===== config.mk =====
export PLATFORM = sky130hd
export DESIGN_NAME = i2c_master_byte_engine_top
export DESIGN_NICKNAME = d
export VERILOG_FILES = /design/src/i2cmbe_pkg.sv /design/src/i2c_master_byte_engine_top.sv
export SDC_FILE = /design/constraint.sdc
export NUM_CORES = 1
export LEC_CHECK = 0
export BUFFER_PORTS_ARGS = -buffer_cell sky130_fd_sc_hd__buf_4
export CAP_MARGIN = 20
export CORE_MARGIN = 10
export CORE_UTILIZATION = 30
export CTS_BUF_LIST = sky130_fd_sc_hd__clkbuf_16
export DETAILED_ROUTE_END_ITERATION = 16
export PLACE_DENSITY_LB_ADDON = 0.1
export SLEW_MARGIN = 40
export SYNTH_ARGS = -nofsm -noshare
export SYNTH_HDL_FRONTEND = slang
export SYNTH_SLANG_ARGS = --single-unit

===== constraint.sdc =====
create_clock -name clk -period 6.65 [get_ports clk]
set_input_delay 1.33 -clock clk [delete_from_list [all_inputs] [get_ports clk]]
set_output_delay 1.33 -clock clk [all_outputs]
set_load 0.01 [all_outputs]

===== src/i2cmbe_pkg.sv =====
// Package for the I2C master byte engine: opcodes, command kinds,
// request and result payload types. No dependencies.
package i2cmbe_pkg;

  // Opcodes of an input request
  localparam logic [2:0] OP_TICK  = 3'd0;
  localparam logic [2:0] OP_START = 3'd1;
  localparam logic [2:0] OP_STOP  = 3'd2;
  localparam logic [2:0] OP_WRITE = 3'd3;
  localparam logic [2:0] OP_READ  = 3'd4;

  // Wait lengths in delay units
  localparam logic [2:0] UNITS_1 = 3'd1;
  localparam logic [2:0] UNITS_2 = 3'd2;
  localparam logic [2:0] UNITS_3 = 3'd3;
  localparam logic [2:0] UNITS_5 = 3'd5;

  // Sequence in progress, one-hot
  typedef enum logic [4:0] {
    KIND_IDLE  = 5'b00001,
    KIND_START = 5'b00010,
    KIND_STOP  = 5'b00100,
    KIND_WRITE = 5'b01000,
    KIND_READ  = 5'b10000
  } kind_t;

  typedef struct packed {
    logic [2:0] opcode;
    logic [7:0] write_byte;
    logic       send_ack;
    logic       sda_in;
  } in_req_t;

  typedef struct packed {
    logic       scl_out;
    logic       sda_out;
    logic       busy_res;
    logic       done_res;
    logic [7:0] read_data;
    logic       ack_ok;
    logic       rejected;
  } out_res_t;

endpackage


===== src/i2c_master_byte_engine_top.sv =====
// I2C master byte engine top level: sequencer, pin state and output skid.
// Depends on i2cmbe_pkg.
//
// Usage: every input request is either a tick (one time unit) or a command
// (start, stop, write byte, read byte). A command is taken only while no
// sequence runs; one given while busy is dropped and flagged as rejected.
// Each request yields exactly one result carrying the SCL/SDA drives, busy,
// done, the last read byte, the last ACK status and the reject flag.
// Waits between pin actions are counted in ticks: units times time_scale,
// with a scale of zero acting as one.
// Config: write time_scale on the cfg channel (cfg_ready is always high)
// only while no request is in flight.
// Throughput: one request per clock while in_stall is low. The result is
// registered in the output register (or the skid register if it is held);
// the whole sequencer update is one pass of logic between the state registers.
// Stall: the output register is backed by a one-entry skid register, so a
// request is still taken in the cycle the receiver first stalls; in_stall
// rises once the skid entry is occupied and drops when it drains.
// Reset (rst_n low, synchronous): idle, both lines released, scale 1,
// no result pending.
module i2c_master_byte_engine_top (
  input  logic                 clk,
  input  logic                 rst_n,
  input  logic                 in_valid,
  output logic                 in_stall,
  input  i2cmbe_pkg::in_req_t  in_data,
  output logic                 out_valid,
  input  logic                 out_stall,
  output i2cmbe_pkg::out_res_t out_data,
  input  logic                 cfg_valid,
  output logic                 cfg_ready,
  input  logic [7:0]           cfg_data
);
  import i2cmbe_pkg::*;

  // State registers
  logic [7:0]  scale_r;
  kind_t       kind_r, kind_nxt;
  logic [3:0]  phase_r, phase_nxt;
  logic [3:0]  bit_cnt_r, bit_cnt_nxt;
  logic [10:0] wait_r, wait_nxt;
  logic [7:0]  shift_r, shift_nxt;
  logic [7:0]  tx_r, tx_nxt;
  logic [7:0]  rd_r, rd_nxt;
  logic        scl_r, scl_nxt;
  logic        sda_r, sda_nxt;
  logic        ack_st_r, ack_st_nxt;
  logic        ack_tx_r, ack_tx_nxt;

  // Output and skid registers
  logic        out_valid_r;
  out_res_t    out_r;
  logic        skid_valid_r;
  out_res_t    skid_r;

  logic        in_fire;
  logic        is_cmd;
  logic        run;
  logic        load;
  logic        done;
  logic        rej;
  logic [2:0]  units;
  logic [7:0]  scale_eff;
  logic [10:0] wait_dec;
  out_res_t    res;

  assign cfg_ready = 1'b1;
  assign in_stall  = skid_valid_r;
  assign in_fire   = in_valid && !skid_valid_r;
  assign is_cmd    = (in_data.opcode == OP_START) || (in_data.opcode == OP_STOP) ||
                     (in_data.opcode == OP_WRITE) || (in_data.opcode == OP_READ);
  assign scale_eff = (scale_r == 8'd0) ? 8'd1 : scale_r;
  assign wait_dec  = (wait_r != 11'd0) ? (wait_r - 11'd1) : 11'd0;

  // Sequencer: take a command or count a tick, then run the current phase
  always_comb begin
    kind_nxt    = kind_r;
    phase_nxt   = phase_r;
    bit_cnt_nxt = bit_cnt_r;
    wait_nxt    = wait_r;
    shift_nxt   = shift_r;
    tx_nxt      = tx_r;
    rd_nxt      = rd_r;
    scl_nxt     = scl_r;
    sda_nxt     = sda_r;
    ack_st_nxt  = ack_st_r;
    ack_tx_nxt  = ack_tx_r;
    run         = 1'b0;
    load        = 1'b0;
    done        = 1'b0;
    rej         = 1'b0;
    units       = UNITS_1;

    if (in_fire) begin
      if (is_cmd) begin
        if (kind_r != KIND_IDLE) begin
          rej = 1'b1;
        end else begin
          phase_nxt   = 4'd0;
          bit_cnt_nxt = 4'd0;
          run         = 1'b1;
          case (in_data.opcode)
            OP_START: kind_nxt = KIND_START;
            OP_STOP:  kind_nxt = KIND_STOP;
            OP_WRITE: begin
              kind_nxt = KIND_WRITE;
              tx_nxt   = in_data.write_byte;
            end
            default: begin
              kind_nxt   = KIND_READ;
              ack_tx_nxt = in_data.send_ack;
              shift_nxt  = 8'd0;
            end
          endcase
        end
      end else if (kind_r != KIND_IDLE) begin
        wait_nxt = wait_dec;
        run      = (wait_dec == 11'd0);
      end
    end

    // Pin action of the current phase
    if (run) begin
      load = 1'b1;
      case (kind_nxt)
        KIND_START: begin
          case (phase_nxt)
            4'd0: begin scl_nxt = 1'b1; units = UNITS_3; end
            4'd1: begin sda_nxt = 1'b1; units = UNITS_3; end
            4'd2: begin sda_nxt = 1'b0; units = UNITS_3; end
            4'd3: begin scl_nxt = 1'b0; units = UNITS_3; end
            default: begin load = 1'b0; done = 1'b1; end
          endcase
        end
        KIND_STOP: begin
          case (phase_nxt)
            4'd0: begin sda_nxt = 1'b0; units = UNITS_3; end
            4'd1: begin scl_nxt = 1'b1; units = UNITS_3; end
            4'd2: begin sda_nxt = 1'b1; units = UNITS_3; end
            default: begin load = 1'b0; done = 1'b1; end
          endcase
        end
        KIND_WRITE: begin
          case (phase_nxt)
            4'd0: begin
              sda_nxt = tx_nxt[3'd7 - bit_cnt_nxt[2:0]];
              units   = UNITS_3;
            end
            4'd1: begin scl_nxt = 1'b1; units = UNITS_5; end
            4'd2: begin
              scl_nxt     = 1'b0;
              bit_cnt_nxt = bit_cnt_nxt + 4'd1;
              units       = UNITS_5;
            end
            4'd3: begin sda_nxt = 1'b1; units = UNITS_3; end
            4'd4: begin scl_nxt = 1'b1; units = UNITS_3; end
            4'd5: begin ack_st_nxt = !in_data.sda_in; units = UNITS_2; end
            4'd6: begin scl_nxt = 1'b0; units = UNITS_5; end
            default: begin load = 1'b0; done = 1'b1; end
          endcase
        end
        KIND_READ: begin
          case (phase_nxt)
            4'd0: begin sda_nxt = 1'b1; units = UNITS_1; end
            4'd1: begin scl_nxt = 1'b1; units = UNITS_3; end
            4'd2: begin
              shift_nxt = {shift_nxt[6:0], in_data.sda_in};
              units     = UNITS_2;
            end
            4'd3: begin
              scl_nxt     = 1'b0;
              bit_cnt_nxt = bit_cnt_nxt + 4'd1;
              units       = UNITS_5;
            end
            4'd4: begin sda_nxt = !ack_tx_nxt; units = UNITS_1; end
            4'd5: begin scl_nxt = 1'b1; units = UNITS_5; end
            4'd6: begin scl_nxt = 1'b0; units = UNITS_5; end
            default: begin
              rd_nxt = shift_nxt;
              load   = 1'b0;
              done   = 1'b1;
            end
          endcase
        end
        default: begin load = 1'b0; done = 1'b1; end
      endcase

      // Next phase: bit loops return to their start until eight bits are done
      if (load) begin
        wait_nxt  = 11'(units) * 11'(scale_eff);
        phase_nxt = phase_nxt + 4'd1;
        if (kind_nxt == KIND_WRITE && phase_nxt == 4'd3 && bit_cnt_nxt < 4'd8) begin
          phase_nxt = 4'd0;
        end
        if (kind_nxt == KIND_READ && phase_nxt == 4'd4 && bit_cnt_nxt < 4'd8) begin
          phase_nxt = 4'd1;
        end
      end
      if (done) begin
        kind_nxt  = KIND_IDLE;
        phase_nxt = 4'd0;
      end
    end
  end

  // Assemble the result from the updated state
  always_comb begin
    res.scl_out   = scl_nxt;
    res.sda_out   = sda_nxt;
    res.busy_res  = (kind_nxt != KIND_IDLE);
    res.done_res  = done;
    res.read_data = rd_nxt;
    res.ack_ok    = ack_st_nxt;
    res.rejected  = rej;
  end

  // Hold sequencer state
  always_ff @(posedge clk) begin
    if (!rst_n) begin
      scale_r   <= 8'd1;
      kind_r    <= KIND_IDLE;
      phase_r   <= 4'd0;
      bit_cnt_r <= 4'd0;
      wait_r    <= 11'd0;
      shift_r   <= 8'd0;
      tx_r      <= 8'd0;
      rd_r      <= 8'd0;
      scl_r     <= 1'b1;
      sda_r     <= 1'b1;
      ack_st_r  <= 1'b0;
      ack_tx_r  <= 1'b0;
    end else begin
      if (cfg_valid && cfg_ready) begin
        scale_r <= cfg_data;
      end
      kind_r    <= kind_nxt;
      phase_r   <= phase_nxt;
      bit_cnt_r <= bit_cnt_nxt;
      wait_r    <= wait_nxt;
      shift_r   <= shift_nxt;
      tx_r      <= tx_nxt;
      rd_r      <= rd_nxt;
      scl_r     <= scl_nxt;
      sda_r     <= sda_nxt;
      ack_st_r  <= ack_st_nxt;
      ack_tx_r  <= ack_tx_nxt;
    end
  end

  // Output register with one-entry skid
  always_ff @(posedge clk) begin
    if (!rst_n) begin
      out_valid_r  <= 1'b0;
      skid_valid_r <= 1'b0;
    end else begin
      if (skid_valid_r) begin
        if (!out_stall) begin
          out_r        <= skid_r;
          skid_valid_r <= 1'b0;
        end
      end else if (in_fire) begin
        if (out_valid_r && out_stall) begin
          skid_r       <= res;
          skid_valid_r <= 1'b1;
        end else begin
          out_r       <= res;
          out_valid_r <= 1'b1;
        end
      end else if (!out_stall) begin
        out_valid_r <= 1'b0;
      end
    end
  end

  assign out_valid = out_valid_r;
  assign out_data  = out_r;

  // Skid entry only fills behind a held output
  a_skid_behind_out: assert property (@(posedge clk) disable iff (!rst_n)
    skid_valid_r |-> out_valid_r)
    else $error("skid entry occupied with empty output register");

  // A stalled output keeps its result while the skid is full
  a_out_hold: assert property (@(posedge clk) disable iff (!rst_n)
    (out_valid_r && out_stall && skid_valid_r) |=> (out_valid_r && $stable(out_r)))
    else $error("output result changed under stall");

  // Done and reject never meet, and done ends the sequence
  a_done_rej: assert property (@(posedge clk) disable iff (!rst_n)
    in_fire |-> !(done && rej) && !(done && (kind_nxt != KIND_IDLE)))
    else $error("done overlaps reject or busy");

  // Idle sequencer sits at phase zero
  a_idle_phase: assert property (@(posedge clk) disable iff (!rst_n)
    (kind_r == KIND_IDLE) |-> (phase_r == 4'd0))
    else $error("idle with nonzero phase");

  // A rejected command leaves the sequencer untouched
  a_rej_keep: assert property (@(posedge clk) disable iff (!rst_n)
    (in_fire && rej) |=> ($stable(kind_r) && $stable(phase_r) && $stable(wait_r)))
    else $error("rejected command changed sequencer state");

endmodule

After elaboration in Yosys (flattened, before gate mapping). Cells that the tools add are included.

Register bits after elaboration: 90. Latch bits: 0. RAM bits: 0. Memory bits (read-only): 0. Input port bits: 26. Output and inout bits: 17. Word-level logic and storage cells: 190. Memories: 0.

Add/subtract/negate cells: 4. $mul: 1. Divide/modulo/power cells: 0. $lt $le $gt $ge: 2. Eq/ne operators: 22. Shift-type cells: 0. Mux-type cells: 100. Bitwise logic cells: 1. Reductions and logical operators: 32.

Operators by type and width (number): 2-to-1 mux 8 bit (15); 2-to-1 mux 4 bit (17); 2-to-1 mux 11 bit (6); 2-to-1 mux 14 bit (4); 2-to-1 mux 1 bit (33); 2-to-1 mux 5 bit (5); case mux 3 bit (3 select lines) (2); == test 4 x 3 -> 1 bit (second input constant) (4); case mux 5 bit (3 select lines) (1); OR reduction 3 bit (5); case mux 1 bit (2 select lines) (7); == test 4 x 2 -> 1 bit (second input constant) (3); case mux 3 bit (4 select lines) (1); zero test 11 bit (1); multiplier 3 x 8 -> 11 bit (1); nonzero test 11 bit (1); subtractor 11 x 1 -> 11 bit (second input constant) (1); inequality test 5 x 1 -> 1 bit (second input constant) (2); OR reduction 2 bit (5); adder 4 x 1 -> 4 bit (second input constant) (2); zero test 8 bit (1); case mux 1 bit (4 select lines) (2); case mux 4 bit (2 select lines) (1); AND reduction 4 bit (2); other kinds (26) (40).

Depth between registers and ports, before layout. Gate-level depths: netlist (run 1).

Word-level depth: 22. Gate-level depth with buffers: 28. Mapped depth without buffers: 23.

Least setup slack after synthesis (run 1). Ideal clock, no wire load.

Path type: input to register. From: input port in_valid. To: register wait_r[10]. Data arrival time: 5.739 ns. Required time: 6.516 ns. Slack: 0.777 ns. Cell stages on the path: 27. Buffers on the path: 4. Cells stage by stage: nand2b_1 -> clkbuf_1 -> nor3_1 -> nand2_1 -> clkbuf_1 -> nand2_1 -> inv_1 -> ha_1 -> clkbuf_1 -> nor2_1 -> o32ai_1 -> o31a_1 -> or3_1 -> clkbuf_1 -> and2_1 -> fa_1 -> ha_1 -> inv_1 -> fa_1 -> nor2b_1 -> o21ai_0 -> a21boi_0 -> o21ai_0 -> nand2b_1 -> a21o_1 -> a211oi_1 -> a211oi_1.

Longest elaborated chain between the ends: 10.

RTL lines: start, declared (RTL line i2c_master_byte_engine_top.sv:24) `input logic in_valid,`; logical AND 1 bit * (RTL line i2c_master_byte_engine_top.sv:69) `assign in_fire = in_valid && !skid_valid_r;`; 2-to-1 mux 4 bit (RTL line i2c_master_byte_engine_top.sv:94) `if (in_fire) begin`; == test 4 x 3 -> 1 bit, or another cell as far along (RTL line i2c_master_byte_engine_top.sv:144, i2c_master_byte_engine_top.sv:163); OR reduction 3 bit (no source line) or OR reduction 4 bit (tied branches); case mux 3 bit (3 select lines), or another cell as far along (RTL line i2c_master_byte_engine_top.sv:163) `case (phase_nxt)`; case mux 3 bit (4 select lines) (RTL line i2c_master_byte_engine_top.sv:125) `case (kind_nxt)`; 2-to-1 mux 3 bit (RTL line i2c_master_byte_engine_top.sv:123) `if (run) begin`; multiplier 3 x 8 -> 11 bit (RTL line i2c_master_byte_engine_top.sv:190) `wait_nxt = 11'(units) * 11'(scale_eff);`; 2-to-1 mux 11 bit (RTL line i2c_master_byte_engine_top.sv:189) `if (load) begin`; 2-to-1 mux 11 bit * (RTL line i2c_master_byte_engine_top.sv:123); end signal, assigned (RTL line i2c_master_byte_engine_top.sv:239) `wait_r <= wait_nxt;`; end, declared (RTL line i2c_master_byte_engine_top.sv:41) `logic [10:0] wait_r, wait_nxt;`.

Mark *: on every way between the ends. The rest lies on a longest branch, timed or not. The select of a mux whose other input is x is not followed. A chain may end at the register's enable or synchronous reset.

Worst setup path in the final report (run 1).
From: input port in_data[10] (netlist name). To: register wait_r[10].

Longest elaborated chain between the ends: 14.

RTL lines: start, declared (RTL line i2c_master_byte_engine_top.sv:26) `input i2cmbe_pkg::in_req_t in_data,`; == test 3 x 1 -> 1 bit or == test 3 x 2 -> 1 bit (tied branches) (RTL line i2c_master_byte_engine_top.sv:70, i2c_master_byte_engine_top.sv:102); logical OR 1 bit (2 in a row) (RTL line i2c_master_byte_engine_top.sv:70) `assign is_cmd = (in_data.opcode == OP_START) || (in_data.opcode == OP_STOP) ||`; logical OR 1 bit (RTL line i2c_master_byte_engine_top.sv:71) `(in_data.opcode == OP_WRITE) || (in_data.opcode == OP_READ);`; 2-to-1 mux 4 bit (RTL line i2c_master_byte_engine_top.sv:95) `if (is_cmd) begin`; 2-to-1 mux 4 bit (RTL line i2c_master_byte_engine_top.sv:94); == test 4 x 3 -> 1 bit, or another cell as far along (RTL line i2c_master_byte_engine_top.sv:144, i2c_master_byte_engine_top.sv:163); OR reduction 3 bit (no source line) or OR reduction 4 bit (tied branches); case mux 3 bit (3 select lines), or another cell as far along (RTL line i2c_master_byte_engine_top.sv:163); case mux 3 bit (4 select lines) (RTL line i2c_master_byte_engine_top.sv:125); 2-to-1 mux 3 bit (RTL line i2c_master_byte_engine_top.sv:123); multiplier 3 x 8 -> 11 bit (RTL line i2c_master_byte_engine_top.sv:190); 2-to-1 mux 11 bit (RTL line i2c_master_byte_engine_top.sv:189); 2-to-1 mux 11 bit * (RTL line i2c_master_byte_engine_top.sv:123).

Marks and branches as above.

==> results of run 1 <==
routing by layer:
layer  up-vias  share of wire  wire, um  GRT usage
li1       2244              -         -          -
met1      2088           0.51      7350      0.171
met2       129           0.43      6180      0.179
met3        12          0.054       784     0.0306
met4         0          0.013       186     0.0386
met5         -              0         0          0
area by class of cell:
cell class / count / share of cell area
multi-input combinational: 458 / 0.487
sequential: 90 / 0.336
timing repair buffer: 54 / 0.0654
tap: 225 / 0.0454
clock buffer: 9 / 0.0363
inverter: 29 / 0.0176
clock inverter: 6 / 0.0119
power breakdown:
part / switching (mW) / internal (mW) / total [mW]
sequential: 0.0169 / 0.586 / 0.603
combinational: 0.140 / 0.0894 / 0.230
clock: 0.234 / 0.295 / 0.529
total: 0.391 / 0.970 / 1.36
worst min-delay path: cells and delay by family, from the launching register on:
kind / cells / cell delay [ps]
AO/OA/AOI/OAI: 1 / 60
flip-flops: 1 / 300
AND/OR/NAND/NOR: 1 / 70
sequential cells by signal, indices dropped and copies added, names as in the netlist, 4 cells and up:
| signal | flops |
|---|---|
| skid_r | 14 |
| tx_r | 8 |
| scale_r | 8 |
| bit_cnt_r | 4 |
| phase_r | 4 |
| kind_r | 5 |
| out_data | 14 |
| wait_r | 11 |
| shift_r | 8 |
| rd_r | 8 |
per-stage QoR:
stage | total power [mW] | setup WS (ps)
3_5_place_dp | 0.844 | 444
4_1_cts | 1.38 | 819
5_1_grt | 1.43 | 412
6_report | 1.36 | 798
2_1_floorplan | 0.768 | 777
3_3_place_gp | 0.844 | 529
logic make-up after synthesis:
logic type,count (synthesis),synth area share
fa+ha+maj,24,0.0662
other cells,1,0.000703
xor+xnor,11,0.0181
simple gates,245,0.225
mux,46,0.0922
compound gates,131,0.160
flops,90,0.390
buf+inv,60,0.0469
worst max path at each step:
stage	cells after the start	endpoint	startpoint	slack, ps
after floorplan	27	wait_r[10]$_SDFF_PN0_	in_valid	780
after global placement	23	wait_r[10]$_SDFF_PN0_	in_data[10]	530
after detailed placement	23	wait_r[10]$_SDFF_PN0_	in_data[10]	440
after CTS	23	wait_r[10]$_SDFF_PN0_	in_data[10]	820
after global routing	23	wait_r[9]$_SDFF_PN0_	in_data[10]	410
final	23	wait_r[10]$_SDFF_PN0_	in_data[10]	800
cells in the final DEF (no fill, tap or decap), types with 5 or more instances in the layout:
cell       netlist  layout
nor3_1          15      14
a211oi_1         8       8
xnor2_1          6       6
edfxtp_1        28      28
mux2i_1         30      30
fa_1             7       7
a21o_1           5       5
nand2b_1         5       5
nand3_1         14      13
nand2_1         73      73
ha_1            17      17
or3_1            8       8
buf_4            2      54
nor2_1          67      66
clkbuf_16        0       9
a31oi_1          7       7
and2_1          21      21
o211ai_1         5       5
o21ai_1          6       6
dfxtp_1         62      62
mux2_2          15      15
inv_1           29      29
o21ai_0         27      27
xor2_1           5       5
a21oi_1         33      33
or4_1            5       5
and3_1           5       5
nor2b_1          6       6
==> qor.yml, run 1 <==
outcome: "finished, final reports clean"
synthTopCellsByArea: "dfxtp_1, edfxtp_1, mux2i_1"
start_kind: "primary input"
drtAntennaViolNets: 0
hold_end: "tx_r[7]$_SDFF_PN0_"
setup_tns_ps: 0
cts-root-buf: "clkbuf_16"
ctsResizeCount: 0
cts_max_level: 3
synth.most_common_cell: "nand2_1"
final-max-slew-violation-count: 0
clkTransAtPathRegs_ps: 70
p_leak_nw: 2.53
max-cap-violations: 0
viasPerCell: 5.14
grt_setup_unrepaired: "false"
fmax_mhz: 171
hold_class: "reg2reg"
syn_inst: 608
postCtsHoldBufs: 0
cpMostUsedCell: "o21ai_0"
antenna_found_initial: 0
die_w_um: 153
grt_pass1_wl_um: 23400
whs_ps: 480
postLayoutCellArea_sq_um: 6200
drc: 0
cts-buffers-inserted: 9
p_per_area_nw_per_um2: 220
cpMaxStageDelayCell: "fa_1"
yosysWarnings: 0
synth.distinct_cells: 68
postCtsSetupRepairBufs: 0
path_class: "in2reg"
dp_hpwl_um: 11200
avgSynthCellArea_sq_um: 8.77
synth_edf_count: 28
critical_path_required_ps: 6870
reg2reg_depth: 22
critPathMaxStageDelay_ps: 460
place.port_buffers: 41
coreArea_sq_um: 17400
initial_core_util: 0.307
synth_flop_cell: "dfxtp_1"
reg2reg_from: "kind_r[0]$_SDFF_PN1_"
diodes: 0
path_max_fanout: 8
rrSetupSlack_ps: 970
min_path_cells: 2
dr.pass1.iters: 5
drt_iter0_drc: 244
synthArstFlopShare: 0
yosysTopAreaCell: "dfxtp_1"
grt_max_degree: 26
post-route-util: 0.357
clock-sinks: 90
synth_common_cells: "nand2_1, nor2_1, dfxtp_1"
cp.arrival_ps: 6070
place_area_sq_um: 5900
ir_drop_mv: 0.127
drive_above_1_share: 0.156
hold_path_startpoint: "tx_r[7]$_SDFF_PN0_"
row_count: 48
routedWlPerCell_um: 16.6
multiInputGateArea_sq_um: 3020
clk_path_buf_depth: 2
clkLatencyLatePin_ps: 350
slew_headroom: 0.483
gp_congestion: 0.865
ys_seq_elements: 90
grt_overflow_total: 0
syn_nets: 658
endpoint_kind: "register"
cp_cell_sequence: "buf_4, nor2_1, xnor2_1, nand2_1, and2_1, ha_1, or3_1, nand2_1, o21ai_0, a211o_1, and2_1, fa_1, ha_1, inv_1, fa_1, nor2b_1, o21ai_0, a21boi_0, o21ai_0, nand2b_1, a21o_1, a211oi_1, a211oi_1"
areaGrowthSynthToFinish_pct: 16.2
wl_um: 14500
hold_violations: 0
stdcell_count: 871
worst_pin_slew_ps: 769
min_period_ps: 5850
cts_tree: "built"
finalSetupViolCount: 0
synth_top_area_share: 0.233
die_area_sq_um: 23500
seqCellArea_sq_um: 2080
yosysSeqAreaShare: 0.390
grt_use_total: 0.122
first_global_vias: 4251
path_delay_family: "simple AND/OR/NAND/NOR gates"
final_nets: 692
r2r_end: "wait_r[10]$_SDFF_PN0_"
synth_area_sq_um: 5330
fillerInstances: 1772
io_pins: 43
fin_skew_ps: 10.6
placedCellCount: 856
die_h_um: 153
period_share: 0.880
cp_num_buf_inv: 2
num_vias: 4473
No activity file was read; power rests on OpenSTA's default activity.
==> inputs of run 2 (changes only) <==
- ABC_AREA: default -> 1
- CTS_BUF_LIST: sky130_fd_sc_hd__clkbuf_16 -> default
==> qor.yml, run 2 <==
outcome: "finished, final reports clean"  # unchanged
coreArea_sq_um: 17900  # was 17,400 sq um
reg2reg_depth: 31  # was 22
drtAntennaViolNets: 0  # unchanged
first_global_vias: 4710  # was 4,251
syn_nets: 814  # was 658
wl_um: 14100  # was 14,500 um
cp.arrival_ps: 5780  # was 6070 ps
drive_above_1_share: 0.135  # was 0.156
rrSetupSlack_ps: 1850  # was 970 ps
dp_hpwl_um: 10700  # was 11,200 um
grt_max_degree: 34  # was 26
final-max-slew-violation-count: 0  # unchanged
ys_seq_elements: 90  # unchanged
final_cell_mix: "nand2_1, inv_1, nor2_1"  # was nand2_1, nor2_1, dfxtp_1
yosysWarnings: 0  # unchanged
fillerInstances: 1909  # was 1,772
setup_tns_ps: 0  # unchanged
endpoint_kind: "register"  # unchanged
cts_max_level: 3  # unchanged
setup.worst_path.end: "wait_r[10]$_SDFF_PN0_"  # unchanged
ir_drop_mv: 0.116  # was 0.127 mV
cpMaxStageDelayCell: "fa_1"  # unchanged
clkLatencyLatePin_ps: 350  # about the same
path_class: "in2reg"  # unchanged
stdcell_count: 1037  # was 871
max-cap-violations: 0  # unchanged
synth.most_common_cell: "nand2_1"  # unchanged
p_leak_nw: 2.93  # was 2.53 nW
syn_inst: 764  # was 608
finalPower_mw: 1.38  # was 1.36 mW
drc: 0  # unchanged
finalSetupViolCount: 0  # unchanged
yosysTopAreaCell: "dfxtp_1"  # unchanged
place_area_sq_um: 5990  # was 5900 sq um
initial_core_util: 0.304  # was 0.307
r2r_end: "wait_r[10]$_SDFF_PN0_"  # unchanged
clkTransAtPathRegs_ps: 70  # about the same
cts_tree: "built"  # unchanged
synthTopCellsByArea: "dfxtp_1, edfxtp_1, nand2_1"  # was dfxtp_1, edfxtp_1, mux2i_1
p_per_area_nw_per_um2: 219  # was 220 nW/um^2
die_h_um: 155  # was 153 um
synth_top_area_share: 0.228  # was 0.233
placedCellCount: 1021  # was 856
ctsResizeCount: 0  # unchanged
grt_setup_unrepaired: "false"  # unchanged
cpMostUsedCell: "nand2_1"  # was o21ai_0
fmax_mhz: 182  # was 171 MHz
antenna_found_initial: 0  # unchanged
die_area_sq_um: 23900  # was 23,500 sq um
critPathMaxStageDelay_ps: 510  # was 460 ps
dr.pass1.iters: 5  # unchanged
row_count: 49  # was 48
synthArstFlopShare: 0  # unchanged
reg2reg_from: "kind_r[0]$_SDFF_PN1_"  # unchanged
cts-buffers-inserted: 9  # unchanged
clk_path_buf_depth: 2  # unchanged
grt_overflow_total: 0  # unchanged
whs_ps: 470  # was 480 ps
path_max_fanout: 7  # was 8
postCtsHoldBufs: 0  # unchanged
io_pins: 43  # unchanged
start_kind: "primary input"  # unchanged
num_vias: 4938  # was 4,473
postLayoutCellArea_sq_um: 6290  # was 6200 sq um
avgSynthCellArea_sq_um: 7.13  # was 8.77 sq um
synth_common_cells: "nand2_1, inv_1, nor2_1"  # was nand2_1, nor2_1, dfxtp_1
synth.distinct_cells: 45  # was 68
synth_edf_count: 28  # unchanged
routedWlPerCell_um: 13.6  # was 16.6 um
hold_class: "reg2reg"  # unchanged
gp_congestion: 0.865  # about the same
startpoint: "in_data[10]"  # unchanged
synth_area_sq_um: 5450  # was 5330 sq um
postCtsSetupRepairBufs: 0  # unchanged
final_common_cell: "nand2_1"  # unchanged
grt_use_total: 0.118  # was 0.122
yosysSeqAreaShare: 0.382  # was 0.390
hold_violations: 0  # unchanged
diodes: 0  # unchanged
grt_pass1_wl_um: 23400  # about the same
slew_headroom: 0.535  # was 0.483
drt_iter0_drc: 271  # was 244
fin_skew_ps: 9.79  # was 10.6 ps
min_period_ps: 5490  # was 5850 ps
viasPerCell: 4.76  # was 5.14
final_nets: 853  # was 692
areaGrowthSynthToFinish_pct: 15.5  # was 16.2%
clock-sinks: 90  # unchanged
period_share: 0.825  # was 0.880
place.port_buffers: 41  # unchanged
cts-root-buf: "clkbuf_16"  # unchanged
synth_flop_cell: "dfxtp_1"  # unchanged
critical_path_required_ps: 6940  # was 6870 ps
die_w_um: 155  # was 153 um
worst_pin_slew_ps: 695  # was 769 ps
## run 2: area by class of cell
type	instances	area (sq um)	share of cell area
multi-input combinational	537	2820	0.448
clock buffer	9	225	0.0358
timing repair buffer	48	360	0.0573
sequential	90	2080	0.331
inverter	117	442	0.0702
tap	229	287	0.0456
clock inverter	7	78.8	0.0125
## run 2: worst min path at each step
stage	startpoint	depth (start not counted)	to
final	shift_r[0]$_SDFF_PN0_	2	shift_r[0]$_SDFF_PN0_
after CTS	shift_r[0]$_SDFF_PN0_	2	shift_r[0]$_SDFF_PN0_
after detailed placement	shift_r[0]$_SDFF_PN0_	2	shift_r[0]$_SDFF_PN0_
after global routing	shift_r[2]$_SDFF_PN0_	2	shift_r[2]$_SDFF_PN0_
after floorplan	scale_r[0]$_SDFFE_PN1P_	2	scale_r[0]$_SDFFE_PN1P_
after global placement	shift_r[6]$_SDFF_PN0_	2	shift_r[6]$_SDFF_PN0_
## run 2: cell families (layout without fill, tap and decap cells)
group | count (synthesis) | count (layout) | share of synthesized area
and+or+nand+nor | 361 | 361 | 0.293
muxes | 1 | 1 | 0.00184
AOI/OAI and AO/OA | 142 | 142 | 0.142
adders and majority gates | 24 | 24 | 0.0648
DFF | 90 | 90 | 0.382
buffers and inverters | 137 | 181 | 0.103
xor gates and xnor gates | 8 | 8 | 0.0129
other | 1 | 1 | 0.000689
## run 2: metal layers
metal / track usage / part of all wire / vias up
li1: - / - / 2530
met2: 0.205 / 0.49 / 110
met5: 0 / 0 / -
met1: 0.142 / 0.46 / 2290
met4: 0.0333 / 0.0074 / 0
met3: 0.0269 / 0.046 / 8
## run 2: per-stage QoR
stage                     utilization  setup slack, ps
after floorplan                     -             1340
after global placement          0.334              904
after detailed placement        0.334              795
after CTS                       0.351             1150
after global routing            0.351              626
final                           0.351             1160
## run 2: worst max-delay path: cells and delay by family
family,cells,cell delay [ps]
AO/OA/AOI/OAI,6,740
buffers and inverters,4,330
adder cells (fa/ha/maj),4,1300
AND/OR/NAND/NOR,17,2040
## run 2: report_power, final
group          internal (mW)  total, mW  switching [mW]
clock network          0.270      0.523           0.253
registers              0.585      0.598          0.0132
logic                 0.0867      0.256           0.170
==> inputs of run 3 (changes only) <==
- ABC_AREA: 1 -> 0
- clock period: 6.65 -> 4.6 ns (I/O delays scaled with it)
==> qor.yml, run 3 (same netlist as run 1, synthesis figures left out) <==
outcome: "finished with violations"  # was finished, final reports clean
failed_checks: "setup timing"
cpMaxStageDelayCell: "or3b_2"  # was fa_1
endpoint_kind: "register"  # unchanged
critPathMaxStageDelay_ps: 490  # was 510 ps
post-route-util: 0.401  # was 0.351
p_per_area_nw_per_um2: 291  # was 219 nW/um^2
areaGrowthSynthToFinish_pct: 30.6  # was 15.5%
cts_max_level: 3  # unchanged
fillerInstances: 1734  # was 1,909
max-cap-violations: 0  # unchanged
r2r_end: "wait_r[8]$_SDFF_PN0_"  # was wait_r[10]$_SDFF_PN0_
grt_use_total: 0.130  # was 0.118
clock-sinks: 90  # unchanged
drive_above_1_share: 0.298  # was 0.135
cts-buffers-inserted: 9  # unchanged
wl_um: 15500  # was 14,100 um
initial_core_util: 0.307  # was 0.304
cpMostUsedCell: "nor2_1"  # was nand2_1
grt_setup_unrepaired: "true"  # was false
cts_tree: "built"  # unchanged
slew_headroom: 0.586  # was 0.535
num_vias: 4843  # was 4,938
p_leak_nw: 2.93  # about the same
die_area_sq_um: 23500  # was 23,900 sq um
reg2reg_depth: 24  # was 31
rrSetupSlack_ps: -20  # was 1850 ps
final_nets: 774  # was 853
drc: 0  # unchanged
cts-root-buf: "clkbuf_16"  # unchanged
hold_violations: 0  # unchanged
clk_path_buf_depth: 2  # unchanged
path_class: "in2reg"  # unchanged
row_count: 48  # was 49
hold_end: "tx_r[7]$_SDFF_PN0_"  # was shift_r[0]$_SDFF_PN0_
hold_path_startpoint: "tx_r[7]$_SDFF_PN0_"  # was shift_r[0]$_SDFF_PN0_
cp_num_buf_inv: 3  # was 4
critical_path_required_ps: 4890  # was 6940 ps
final-max-slew-violation-count: 0  # unchanged
routedWlPerCell_um: 16.3  # was 13.6 um
io_pins: 43  # unchanged
worst_pin_slew_ps: 616  # was 695 ps
cp_cell_sequence: "buf_4, buf_4, or3b_2, o31a_1, nor2_1, and3_1, nor2_1, or3_4, and2_4, fa_1, ha_2, inv_2, fa_2, nor2b_1, o21ai_1, a21boi_1, o21ai_1, nand2b_1, xor2_1, mux2i_1, nor2_1"
fin_ws_ps: -32.9  # was 1160 ps
reg2reg_from: "kind_r[2]$_SDFF_PN0_"  # was kind_r[0]$_SDFF_PN1_
grt_overflow_total: 0  # unchanged
drt_iter0_drc: 290  # was 271
die_w_um: 153  # was 155 um
viasPerCell: 5.08  # was 4.76
min_period_ps: 4630
clkLatencyLatePin_ps: 350  # about the same
die_h_um: 153  # was 155 um
dr.pass1.iters: 5  # unchanged
dp_hpwl_um: 11800  # was 10,700 um
min_path_cells: 2  # unchanged
setup_tns_ps: -58.6  # was 0 ps
first_global_vias: 4717  # was 4,710
fin_skew_ps: 8.11  # was 9.79 ps
finalSetupViolCount: 2  # was 0
multiInputGateArea_sq_um: 3180  # was 2820 sq um
final_common_cell: "buf_4"  # was nand2_1
final_cell_mix: "buf_4, nand2_1, nor2_1"  # was nand2_1, inv_1, nor2_1
grt_pass1_wl_um: 25100  # was 23,400 um
finalPower_mw: 2.03  # was 1.38 mW
start_kind: "primary input"  # unchanged
seqCellArea_sq_um: 2080  # about the same
period_share: 1.01
coreArea_sq_um: 17400  # was 17,900 sq um
ir_drop_mv: 0.169  # was 0.116 mV
antenna_found_initial: 0  # unchanged
path_max_fanout: 4  # was 7
hold_class: "reg2reg"  # unchanged
gp_congestion: 0.899  # was 0.865
fmax_mhz: 216
path_delay_family: "simple AND/OR/NAND/NOR gates"  # unchanged
grt_max_degree: 30  # was 34
cp.arrival_ps: 4920  # was 5780 ps
clkTransAtPathRegs_ps: 70  # about the same
postCtsHoldBufs: 0  # unchanged
diodes: 0  # unchanged
place.port_buffers: 41  # unchanged
drtAntennaViolNets: 0  # unchanged
[run 3: cell count changes in the layout (fill, tap and decap cells not counted), sizes merged, moves of 15 or more]
cell   delta
a21oi    -20
and2     +22
buf      +88
inv      -90
mux2     +15
mux2i    +29
nand2   -121
nand3    -21
nor2     -34
o21ai    -46
[run 3: power breakdown]
group | total, mW | internal [mW] | switching [mW]
logic | 0.438 | 0.205 | 0.233
registers | 0.870 | 0.847 | 0.0238
clock network | 0.720 | 0.375 | 0.345
total | 2.03 | 1.43 | 0.602
[run 3: layout make-up]
type,count,share of cell area
inverter,29,0.0164
sequential,90,0.299
timing repair buffer,136,0.147
clock buffer,10,0.0329
tap,225,0.0404
multi-input combinational,458,0.457
clock inverter,6,0.00737
[run 3: worst max-delay path by stage]
stage | endpoint | cells past startpoint | start | slack (ps)
after floorplan | wait_r[10]$_SDFF_PN0_ | 26 | in_valid | -380
after global placement | wait_r[9]$_SDFF_PN0_ | 24 | in_data[10] | -380
after detailed placement | wait_r[9]$_SDFF_PN0_ | 24 | in_data[10] | -490
after CTS | wait_r[8]$_SDFF_PN0_ | 24 | kind_r[2]$_SDFF_PN0_ | -100
after global routing | wait_r[7]$_SDFF_PN0_ | 21 | in_data[10] | -200
final | wait_r[8]$_SDFF_PN0_ | 21 | in_data[10] | -30
[run 3: through the flow]
step | hold slack, ps | setup WS, ps | area [sq um] | cells
floorplan | 442 | -378 | 5470 | 608
global placement | 456 | -381 | 6510 | 928
detailed placement | 460 | -487 | 6520 | 928
CTS | 469 | -104 | 6890 | 950
global route | 494 | -204 | 6960 | 954
finish | 466 | -32.9 | 6960 | 954
[run 3: repair_timing]
| item | CTS | global route |
|---|---|---|
| endpoints found under the setup margin | 5 | 5 |
| pin swaps | 12 | 8 |
| buffers inserted | 6 | 4 |
| hold endpoints to repair | 0 | 0 |
| resized for setup | 10 | 12 |
[run 3: per-layer routing]
| layer | track usage | wire length, um |
|---|---|---|
| met3 | 0.0309 | 815 |
| met4 | 0.0445 | 245 |
| met1 | 0.172 | 7500 |
| met5 | 0 | 0 |
| met2 | 0.201 | 6950 |
[run 3: worst min-delay path, cell delays in order (launching register included)]
cell and delay, ps:
dfxtp_1 300, nand2_1 60, a21oi_1 60
